`config.mk`:
```
export PLATFORM = sky130hd
export DESIGN_NAME = hbc_mul
export DESIGN_NICKNAME = d
export VERILOG_FILES = /design/src/design/hbc_pkg.sv /design/src/design/hbc_mul.sv
export SDC_FILE = /design/constraint.sdc
export NUM_CORES = 2
export LEC_CHECK = 0
export BUFFER_PORTS_ARGS = -buffer_cell sky130_fd_sc_hd__buf_2
export CAP_MARGIN = 15
export CORE_MARGIN = 4
export CORE_UTILIZATION = 60
export CTS_BUF_LIST = sky130_fd_sc_hd__clkbuf_8
export CTS_CLUSTER_DIAMETER = 120
export DETAILED_ROUTE_END_ITERATION = 12
export PLACE_DENSITY = 0.78
export SLEW_MARGIN = 20
export SYNTH_ARGS = -nofsm -noshare
export SYNTH_HDL_FRONTEND = slang
export SYNTH_SLANG_ARGS = --single-unit
```
`constraint.sdc`:
```
create_clock -name clk_i -period 20.3 [get_ports clk_i]
set_clock_uncertainty 0.05 [all_clocks]
set_input_delay 6.09 -clock clk_i [delete_from_list [all_inputs] [get_ports clk_i]]
set_output_delay 6.09 -clock clk_i [all_outputs]
set_load 0.02 [all_outputs]
```
`src/design/hbc_pkg.sv`:
```
package hbc_pkg;

  // Defaults for the top-level parameters
  localparam int NUM_BINS_DEF     = 64;
  localparam int COUNTER_BITS_DEF = 48;

  // Shared multiplier operand and product widths
  localparam int MUL_A_W = 34;
  localparam int MUL_B_W = 17;
  localparam int MUL_P_W = MUL_A_W + MUL_B_W;

  // Configuration port
  localparam int CFG_IDX_W  = 3;
  localparam int CFG_DATA_W = 32;

  // Register reset values
  localparam logic [31:0] RANGE_HIGH_RST = 32'd64;
  localparam logic [6:0]  BINS_RST       = 7'd64;
  localparam logic [15:0] LOG_BASE_RST   = 16'd512;

  // Log edges never grow past this value, above any sample
  localparam logic [42:0] EDGE_CAP = 43'h001_0000_0000;

  typedef enum logic [CFG_IDX_W-1:0] {
    CFG_BIN_KIND   = 3'd0,
    CFG_RANGE_LOW  = 3'd1,
    CFG_RANGE_HIGH = 3'd2,
    CFG_BINS       = 3'd3,
    CFG_LOG_BASE   = 3'd4
  } hbc_cfg_idx_e;

  typedef enum logic {
    KIND_LINEAR = 1'b0,
    KIND_LOG    = 1'b1
  } hbc_kind_e;

  typedef enum logic [1:0] {
    MODE_ADD   = 2'd0,
    MODE_CLEAR = 2'd1,
    MODE_READ  = 2'd2
  } hbc_mode_e;

  typedef enum logic [1:0] {
    RGN_BELOW  = 2'd0,
    RGN_INSIDE = 2'd1,
    RGN_ABOVE  = 2'd2,
    RGN_NONE   = 2'd3
  } hbc_region_e;

  typedef enum logic [3:0] {
    ST_SWEEP,
    ST_IDLE,
    ST_CLASSIFY,
    ST_LIN_MUL,
    ST_DIV_START,
    ST_DIV_WAIT,
    ST_LOG_MUL,
    ST_LOG_CMP,
    ST_SUM_MUL,
    ST_COMMIT,
    ST_READ,
    ST_READ_DATA,
    ST_DONE
  } hbc_state_e;

endpackage

```
`src/design/hbc_mul.sv`:
```
module hbc_mul (
  input  logic                                 clk_i,
  input  logic signed [hbc_pkg::MUL_A_W-1:0]   a_i,
  input  logic signed [hbc_pkg::MUL_B_W-1:0]   b_i,
  output logic signed [hbc_pkg::MUL_P_W-1:0]   p_o
);
  import hbc_pkg::*;

  logic signed [MUL_P_W-1:0] p_q;

  // Register the product before anyone uses it
  always_ff @(posedge clk_i) begin
    p_q <= a_i * b_i;
  end

  assign p_o = p_q;

endmodule

```
==> results.tsv <==
metric	value	unit
yosysMostFrequentCell	fa_1	
drtPass1Iterations	5	
post_cts_buffers	0	
worst_ep_arrival_time	13.30	ns
syn2layout_area_growth	4.13	%
seq_area_frac_synth	4.95	%
synth_top_area_share	53.5	%
whs_endpoint	p_o[0]	
htree_levels	2	
crit_path_end_kind	flop	
first_iter_violations	985	
die_area	37400	µm²
slowest_stage	clkinv_1	
ys_ff_latch	51	
cts-buffers-inserted	5	
regArea	1020	µm²
worst-slew-pin-transition	1.05	ns
dp_hpwl	41.8	mm
min_path_type	in -> reg	
avgViaCountPerCell	5.67	
grt_max_degree	35	
wl_met3	3.46	mm
post-route-min-period	13.11	ns
finalCritPeriodShare	64.6	%
remaining_drc_errors	0	
ctsResizeCount	0	
clk_path_buf_depth	2	
m1WireLength	18.8	mm
clock-sinks	51	
synthCells	2228	
synth_nets	2950	
crit_chain	buf_2 -> clkinv_1 -> nor2_1 -> fa_1 -> fa_1 -> fa_1 -> fa_1 -> fa_1 -> inv_1 -> fa_1 -> inv_1 -> ha_1 -> a21oi_1 -> o21ai_0 -> a2111oi_4 -> o311ai_2 -> a41oi_2 -> o21bai_1 -> o31ai_2 -> o21ai_0 -> xor2_1	
multi_input_area	17300	µm²
fmax	0.0763	GHz
setup_viol	0	
syn_avg_cell_area	9.26	µm²
crit_top_cell	fa_1	
slowest_delay	0.83	ns
largest_reg_flops	51	
rows	67	
core_area	33700	µm²
pre_cts_ws	7.13	ns
root_buffer	clkbuf_8	
yosys_most_used_dff	dfxtp_1	
async_flop_share	0	%
synth_area_leaders	fa_1 53%, inv_1 9.6%, and2_1 7.6%	
drv_slew	0	
die_height	193	µm
status	finished clean	
synthTopCellsByCount	551 x fa_1, 528 x inv_1, 330 x nand2_1	
grt_setup_unrepaired	no	
setup.worst_path.class	in -> reg	
grt_pass1_vias	17400	
grt_first_pass_wirelength	87.1	mm
wl_per_cell	19.4	µm
critical_path_required	20.49	ns
clkSlewWorstSetupHoldPaths	0.10	ns
synth_area	20600	µm²
critical-path-top-delay-family	adder cells	
wl_met2	26.9	mm
relSlewSlack	29.7	%
grt_overflow_total	0	
cts_tree	built	
layout_setup_ws	7.19	ns
cp_max_fo	31	
fin_nets	2966	
start_kind	primary input	
antenna_found_initial	4	
nFillCells	2819	
setup-tns-final	0	ns
initial_core_util	61.2	%
yosysWarnings	0	
num_vias	15300	
pin_count	103	
gp_congestion	0.916	
min-delay-start	a_i[0]	
highest_layer	met5	
routed_wl	52.2	mm
hold_viol	0	
drive_gt1_share	5.61	%
fp.dieW	193	µm
postRouteAntennaNets	0	
synth.distinct_cells	52	
yosysTopAreaCell	fa_1	
max_cap_viol_count	0	
hold_buffers	0	
grt_usage	28.9	%
hold_path_depth	2	
io_buffers	102	
synth-edff-count	0	
crit_buf_inv	4	
## cell usage in the layout, fill, tap and decap left out, types with 2 or more instances in the layout
| master | count |
|---|---|
| a2111oi_0 | 2 |
| a211oi_1 | 6 |
| a21o_1 | 21 |
| a21oi_1 | 40 |
| a221oi_1 | 2 |
| a31oi_1 | 4 |
| and2_1 | 252 |
| and3_1 | 5 |
| buf_2 | 102 |
| buf_4 | 3 |
| clkbuf_8 | 5 |
| dfxtp_1 | 51 |
| diode_2 | 2 |
| fa_1 | 551 |
| ha_1 | 119 |
| inv_1 | 527 |
| nand2_1 | 330 |
| nand2b_1 | 8 |
| nand3_1 | 8 |
| nand4_1 | 5 |
| nor2_1 | 62 |
| nor2b_1 | 3 |
| nor3_1 | 4 |
| nor4_1 | 2 |
| o211ai_1 | 2 |
| o21a_1 | 6 |
| o21ai_0 | 30 |
| o21ai_1 | 3 |
| o21bai_1 | 8 |
| o31a_1 | 2 |
| o31ai_1 | 4 |
| o31ai_2 | 2 |
| or2_2 | 2 |
| or3_1 | 2 |
| or4_1 | 3 |
| xnor2_1 | 30 |
| xor2_1 | 19 |
## final cells by class
class	instances	share of cell area (%)
inverters	528	9.23
flip-flops and latches	51	4.75
diodes	2	0.0233
well taps	448	2.61
repair buffers	105	2.48
clock inverters	3	0.216
clock buffers	5	0.320
multi-input cells	1553	80.4
## through the flow
| step | hold WS [ns] | std cells | instance area [µm²] | util, % |
|---|---|---|---|---|
| after floorplan | 6.17 | 2228 | 20600 | - |
| after global placement | 6.46 | 2685 | 21400 | 63.4 |
| after detailed placement | 6.46 | 2685 | 21400 | 63.4 |
| after CTS | 6.13 | 2693 | 21500 | 63.7 |
| after global routing | 6.17 | 2694 | 21500 | 63.7 |
| final | 6.16 | 2695 | 21500 | 63.7 |
## cell families after synthesis
| group | share of synthesized area (%) |
|---|---|
| xor gates and xnor gates | 2.08 |
| buffers and inverters | 11.4 |
| and+or+nand+nor | 16.1 |
| DFF | 4.95 |
| adders and majority gates | 60.7 |
| AOI/OAI and AO/OA | 4.83 |
## routing by layer
layer	global-route usage [%]	vias up
li1	-	6469
met1	35.4	7909
met2	50.6	683
met3	4.14	214
met4	14.1	2
met5	0	-
## worst max path at each step
| stage | start | to | slack [ns] | depth (start not counted) |
|---|---|---|---|---|
| floorplan | b_i[8] | p_o[50] | 8.17 | 24 |
| global placement | b_i[16] | p_o[44] | 7.26 | 21 |
| detailed placement | b_i[16] | p_o[44] | 7.13 | 21 |
| CTS | b_i[16] | p_o[44] | 7.45 | 21 |
| global route | b_i[16] | p_o[44] | 6.89 | 21 |
| finish | b_i[16] | p_o[44] | 7.19 | 21 |
Power is not shown: default switching activity piles up to over one toggle a cycle in this logic, so the estimate is an artifact.
