File: config.mk
export PLATFORM = sky130hd
export DESIGN_NAME = hbc_div
export DESIGN_NICKNAME = d
export VERILOG_FILES = /design/src/design/hbc_pkg.sv /design/src/design/hbc_div.sv
export SDC_FILE = /design/constraint.sdc
export NUM_CORES = 1
export LEC_CHECK = 0
export BUFFER_PORTS_ARGS = -buffer_cell sky130_fd_sc_hd__buf_2
export CAP_MARGIN = 30
export CORE_MARGIN = 1.5
export CORE_UTILIZATION = 60
export CTS_CLUSTER_DIAMETER = 50
export DETAILED_ROUTE_END_ITERATION = 12
export PLACE_DENSITY = 0.86
export SLEW_MARGIN = 20
export SYNTH_ARGS = -nofsm -noshare
export SYNTH_HDL_FRONTEND = slang
export SYNTH_SLANG_ARGS = --single-unit
export TNS_END_PERCENT = 1
File: constraint.sdc
create_clock -name clk_i -period 6.76 [get_ports clk_i]
set_input_delay 1.352 -clock clk_i [delete_from_list [all_inputs] [get_ports clk_i]]
set_output_delay 1.352 -clock clk_i [all_outputs]
set_load 0.02 [all_outputs]
File: src/design/hbc_pkg.sv
package hbc_pkg;

  // Defaults for the top-level parameters
  localparam int NUM_BINS_DEF     = 64;
  localparam int COUNTER_BITS_DEF = 48;

  // Shared multiplier operand and product widths
  localparam int MUL_A_W = 34;
  localparam int MUL_B_W = 17;
  localparam int MUL_P_W = MUL_A_W + MUL_B_W;

  // Configuration port
  localparam int CFG_IDX_W  = 3;
  localparam int CFG_DATA_W = 32;

  // Register reset values
  localparam logic [31:0] RANGE_HIGH_RST = 32'd64;
  localparam logic [6:0]  BINS_RST       = 7'd64;
  localparam logic [15:0] LOG_BASE_RST   = 16'd512;

  // Log edges never grow past this value, above any sample
  localparam logic [42:0] EDGE_CAP = 43'h001_0000_0000;

  typedef enum logic [CFG_IDX_W-1:0] {
    CFG_BIN_KIND   = 3'd0,
    CFG_RANGE_LOW  = 3'd1,
    CFG_RANGE_HIGH = 3'd2,
    CFG_BINS       = 3'd3,
    CFG_LOG_BASE   = 3'd4
  } hbc_cfg_idx_e;

  typedef enum logic {
    KIND_LINEAR = 1'b0,
    KIND_LOG    = 1'b1
  } hbc_kind_e;

  typedef enum logic [1:0] {
    MODE_ADD   = 2'd0,
    MODE_CLEAR = 2'd1,
    MODE_READ  = 2'd2
  } hbc_mode_e;

  typedef enum logic [1:0] {
    RGN_BELOW  = 2'd0,
    RGN_INSIDE = 2'd1,
    RGN_ABOVE  = 2'd2,
    RGN_NONE   = 2'd3
  } hbc_region_e;

  typedef enum logic [3:0] {
    ST_SWEEP,
    ST_IDLE,
    ST_CLASSIFY,
    ST_LIN_MUL,
    ST_DIV_START,
    ST_DIV_WAIT,
    ST_LOG_MUL,
    ST_LOG_CMP,
    ST_SUM_MUL,
    ST_COMMIT,
    ST_READ,
    ST_READ_DATA,
    ST_DONE
  } hbc_state_e;

endpackage

File: src/design/hbc_div.sv
module hbc_div #(
  parameter int QW = 6,
  parameter int DW = 39
) (
  input  logic          clk_i,
  input  logic          rst_ni,
  input  logic          start_i,
  input  logic [DW-1:0] dividend_i,
  input  logic [31:0]   divisor_i,
  output logic          done_o,
  output logic [QW-1:0] quot_o
);
  import hbc_pkg::*;

  localparam int CW = $clog2(QW + 1);

  logic [31:0]   rem_q, rem_d;
  logic [QW-1:0] quot_q, quot_d;
  logic [CW-1:0] cnt_q, cnt_d;
  logic          busy_q, busy_d;
  logic          done_q, done_d;
  logic [DW-1:0] hi_part;
  logic [32:0]   trial;
  logic [32:0]   diff;
  logic          ge;

  // One restoring step: bring down the next dividend bit, try a subtract
  always_comb begin
    hi_part = dividend_i >> QW;
    trial   = {rem_q, quot_q[QW-1]};
    diff    = trial - {1'b0, divisor_i};
    ge      = trial >= {1'b0, divisor_i};
  end

  always_comb begin
    rem_d  = rem_q;
    quot_d = quot_q;
    cnt_d  = cnt_q;
    busy_d = busy_q;
    done_d = 1'b0;
    if (start_i) begin
      // Upper part is known to stay under the divisor
      rem_d  = hi_part[31:0];
      quot_d = dividend_i[QW-1:0];
      cnt_d  = CW'(QW);
      busy_d = 1'b1;
    end else if (busy_q) begin
      rem_d  = ge ? diff[31:0] : trial[31:0];
      quot_d = QW'({quot_q, ge});
      cnt_d  = cnt_q - CW'(1);
      if (cnt_q == CW'(1)) begin
        busy_d = 1'b0;
        done_d = 1'b1;
      end
    end
  end

  always_ff @(posedge clk_i or negedge rst_ni) begin
    if (!rst_ni) begin
      busy_q <= 1'b0;
      done_q <= 1'b0;
      cnt_q  <= '0;
    end else begin
      busy_q <= busy_d;
      done_q <= done_d;
      cnt_q  <= cnt_d;
    end
  end

  always_ff @(posedge clk_i) begin
    rem_q  <= rem_d;
    quot_q <= quot_d;
  end

  assign done_o = done_q;
  assign quot_o = quot_q;

endmodule

==> results.json <==
{
  "status": "finished, final reports clean",
  "tightest_slew_ns": 0.955,
  "period_needed_ns": 4.76,
  "reg2reg_from": "rem_q[1]",
  "die_height_um": 84.1,
  "p_clk_share_pct": 9.0,
  "path_cells": "buf_2, inv_1, ha_1, nand3b_1, a21oi_1, o21a_1, o21a_1, o2111ai_4, a21oi_4, or2_1, buf_4, buf_4, mux2_2, mux2_2",
  "cts_tree": "built",
  "setup_tns_ns": 0,
  "via_count": 3297,
  "via_per_inst": 5.92,
  "cp_slowest_cell": "or2_1",
  "ant_nets": 0,
  "reg2reg_to": "rem_q[12]",
  "r2r_slack_ns": 2.72,
  "htreeDepth": 2,
  "min-delay-start": "cnt_q[1]",
  "total_power_mw": 2.01,
  "setup.worst_path.class": "primary input to flip-flop",
  "grt_pass1_vias": 3394,
  "startpoint_type": "primary input",
  "grt_pass1_wl_um": 14900,
  "cts_resized": 0,
  "cp.required_ns": 6.83,
  "reg2regPathDepth": 12,
  "numPlacedInstances": 549,
  "crit_path_max_incr_delay_ns": 0.49,
  "max_freq_ghz": 0.210,
  "setup_viol": 0,
  "die-area_mm2": 0.00707,
  "numCtsBuffers": 5,
  "switching_share_pct": 42.1,
  "overflow": 0,
  "grt.total_usage_pct": 25.7,
  "hold_buffers": 0,
  "relSlewSlack_pct": 36.3,
  "n_antenna_cell": 0,
  "hold_viol_final": 0,
  "synth-async-reset-ratio_pct": 11.6,
  "use_met3_pct": 5.64,
  "drcViolationCount": 0,
  "synth_ff_type": "edfxtp_1",
  "grt_max_degree": 59,
  "hp-class": "flip-flop to flip-flop",
  "synth_edf_count": 38,
  "final_max_slew_viol_count": 0,
  "crit_arrival_ns": 4.83,
  "crit_start": "divisor_i[2]",
  "clock_latency_ns": 0.31,
  "cts_root_buffer": "clkbuf_8",
  "chipWidth_um": 84.1,
  "p_leak_nw": 2.10,
  "finalClockSkew_ns": 0.0109,
  "path_clk_slew_ns": 0.09,
  "whs_endpoint": "cnt_q[1]",
  "yosys_warnings": 0,
  "start_util_pct": 62.2,
  "synth_cells": 407,
  "first_pass_iters": 5,
  "cp.buffers_inverters": 4,
  "core_area_mm2": 0.00635,
  "grt_setup_unrepaired": "no",
  "hpwl_um": 6630,
  "top_usage_layer": "met2",
  "intPower_mw": 1.16,
  "met1_usage_pct": 32.2,
  "antenna_found_initial": 0,
  "powerDensity_mw_per_mm2": 449,
  "drive_above_1_share_pct": 29.2,
  "wl_um": 8870,
  "num_io_pins": 81,
  "clock_path_buffers": 2,
  "cp-end-kind": "flip-flop",
  "cpLargestDelayFamily": "compound AO/OA/AOI/OAI gates",
  "place_congestion": 0.901,
  "post_cts_buffers": 0,
  "finalCritPeriodShare_pct": 70.5,
  "ys_seq_elements": 43,
  "yosysUniqueCellTypes": 56,
  "comb_power_share_pct": 65.8,
  "final_nets": 588,
  "hold_depth": 2,
  "p_sw_mw": 0.844,
  "rows": 29,
  "ir_drop_mv": 0.260,
  "syn2layout_area_growth_pct": 13.1,
  "synth.cell_area_mm2": 0.00395,
  "synth_nets": 516,
  "first_iter_violations": 174,
  "routedWlPerCell_um": 15.9,
  "port_buffers": 79,
  "final_cells": 557,
  "maxCapViolations": 0,
  "met2_usage_pct": 44.7,
  "cts_sinks": 43,
  "avgSynthCellArea_um2": 9.70,
  "cp_max_fo": 14,
  "synth-seq-area-share_pct": 32.1,
  "pwr-share-seq_pct": 25.2
}
==> Yosys cell counts (2+ instances only) <==
| master | n | area [um^2] |
|---|---|---|
| ha_1 | 34 | 425 |
| a211oi_1 | 2 | 15.0 |
| inv_1 | 42 | 158 |
| mux2_4 | 6 | 90.1 |
| and2_1 | 2 | 12.5 |
| a221o_1 | 5 | 50.1 |
| mux2_2 | 34 | 383 |
| a21o_1 | 20 | 150 |
| nor3b_1 | 6 | 45.0 |
| nand4_1 | 4 | 25.0 |
| dfrtp_1 | 5 | 125 |
| buf_1 | 2 | 7.51 |
| and3_1 | 4 | 25.0 |
| nand2_1 | 22 | 82.6 |
| xor2_1 | 11 | 96.3 |
| mux2i_1 | 2 | 20.0 |
| edfxtp_1 | 38 | 1140 |
| nor3_1 | 12 | 60.1 |
| buf_4 | 2 | 15.0 |
| nand3_1 | 7 | 35.0 |
| xnor2_1 | 18 | 158 |
| nand2b_1 | 6 | 37.5 |
| a221oi_1 | 4 | 35.0 |
| a21oi_2 | 2 | 17.5 |
| a31o_2 | 2 | 17.5 |
| o21ai_0 | 17 | 85.1 |
| nor2b_1 | 4 | 25.0 |
| a31oi_1 | 3 | 18.8 |
| and4_1 | 4 | 35.0 |
| clkbuf_1 | 11 | 41.3 |
| nor2_1 | 14 | 52.6 |
| a21oi_1 | 31 | 155 |
| o21bai_1 | 3 | 22.5 |
| o21a_1 | 6 | 45.0 |
==> worst min-delay path, cell delays in order, from the launching register on <==
cell	delay [ns]
dfrtp_1	0.35
o21ai_0	0.09
nand2b_1	0.07
==> area by class of cell <==
cell class / count / area, um^2
Multi-Input combinational cell: 305 / 2430
Fill cell: 494 / 1880
Sequential cell: 43 / 1270
Timing Repair Buffer: 82 / 418
Inverter: 42 / 158
Tap cell: 77 / 96.3
Clock buffer: 5 / 68.8
Clock inverter: 3 / 25.0
==> routing by layer <==
| metal | routed length (um) | share of wire (%) |
|---|---|---|
| met5 | 0 | 0 |
| met3 | 568 | 6.4 |
| met1 | 3870 | 44 |
| met4 | 122 | 1.4 |
| met2 | 4300 | 49 |
==> power by group through the flow <==
stage	logic, mW	registers, mW	clock network, mW
finish	1.32	0.505	0.181
floorplan	1.08	0.496	0
detailed placement	1.30	0.511	0
CTS	1.31	0.505	0.180
global route	1.45	0.517	0.190
global placement	1.25	0.501	0
==> registers in the layout, indices dropped and copies added, names as in the netlist <==
signal	cells
busy_q	1
rem_q	32
done_o	1
cnt_q	3
quot_o	6
==> cell families (layout without fill, tap and decap cells) <==
logic type                 Yosys count  in the layout  synth area share, %
buffers and inverters               59            132                 6.28
AOI/OAI and AO/OA                  110            110                 19.7
DFF                                 43             43                 32.1
and+or+nand+nor                     89             89                 11.8
muxes                               42             42                 12.5
adders and majority gates           35             35                 11.3
xor gates and xnor gates            29             29                 6.43
==> worst max-delay path by stage <==
stage	cells past startpoint	endpoint
finish	14	rem_q[12]
global route	14	rem_q[12]
CTS	14	rem_q[12]
detailed placement	14	rem_q[12]
global placement	14	rem_q[14]
floorplan	12	rem_q[28]
==> through the flow <==
| step | area [um^2] | hold WS [ns] | setup WS [ns] | utilization, % |
|---|---|---|---|---|
| after floorplan | 3950 | 0.488 | 2.69 | - |
| after global placement | 4370 | 0.510 | 1.78 | 68.8 |
| after detailed placement | 4370 | 0.531 | 1.74 | 68.8 |
| after CTS | 4470 | 0.554 | 2.01 | 70.3 |
| after global routing | 4470 | 0.584 | 1.78 | 70.3 |
| final | 4470 | 0.543 | 2.00 | 70.3 |
==> layout by cell type (no fill, tap or decap), types with 5 or more instances in the layout <==
| master | count |
|---|---|
| o21ai_0 | 17 |
| mux2_4 | 6 |
| nand3_1 | 7 |
| a221o_1 | 5 |
| clkbuf_8 | 5 |
| nand2_1 | 22 |
| buf_2 | 79 |
| nor3_1 | 12 |
| a21oi_1 | 31 |
| inv_1 | 42 |
| nand2b_1 | 6 |
| dfrtp_1 | 5 |
| o21a_1 | 6 |
| ha_1 | 34 |
| xor2_1 | 11 |
| edfxtp_1 | 38 |
| mux2_2 | 34 |
| nor2_1 | 14 |
| nor3b_1 | 6 |
| a21o_1 | 20 |
| xnor2_1 | 18 |
(Power assumes the default switching activity.)
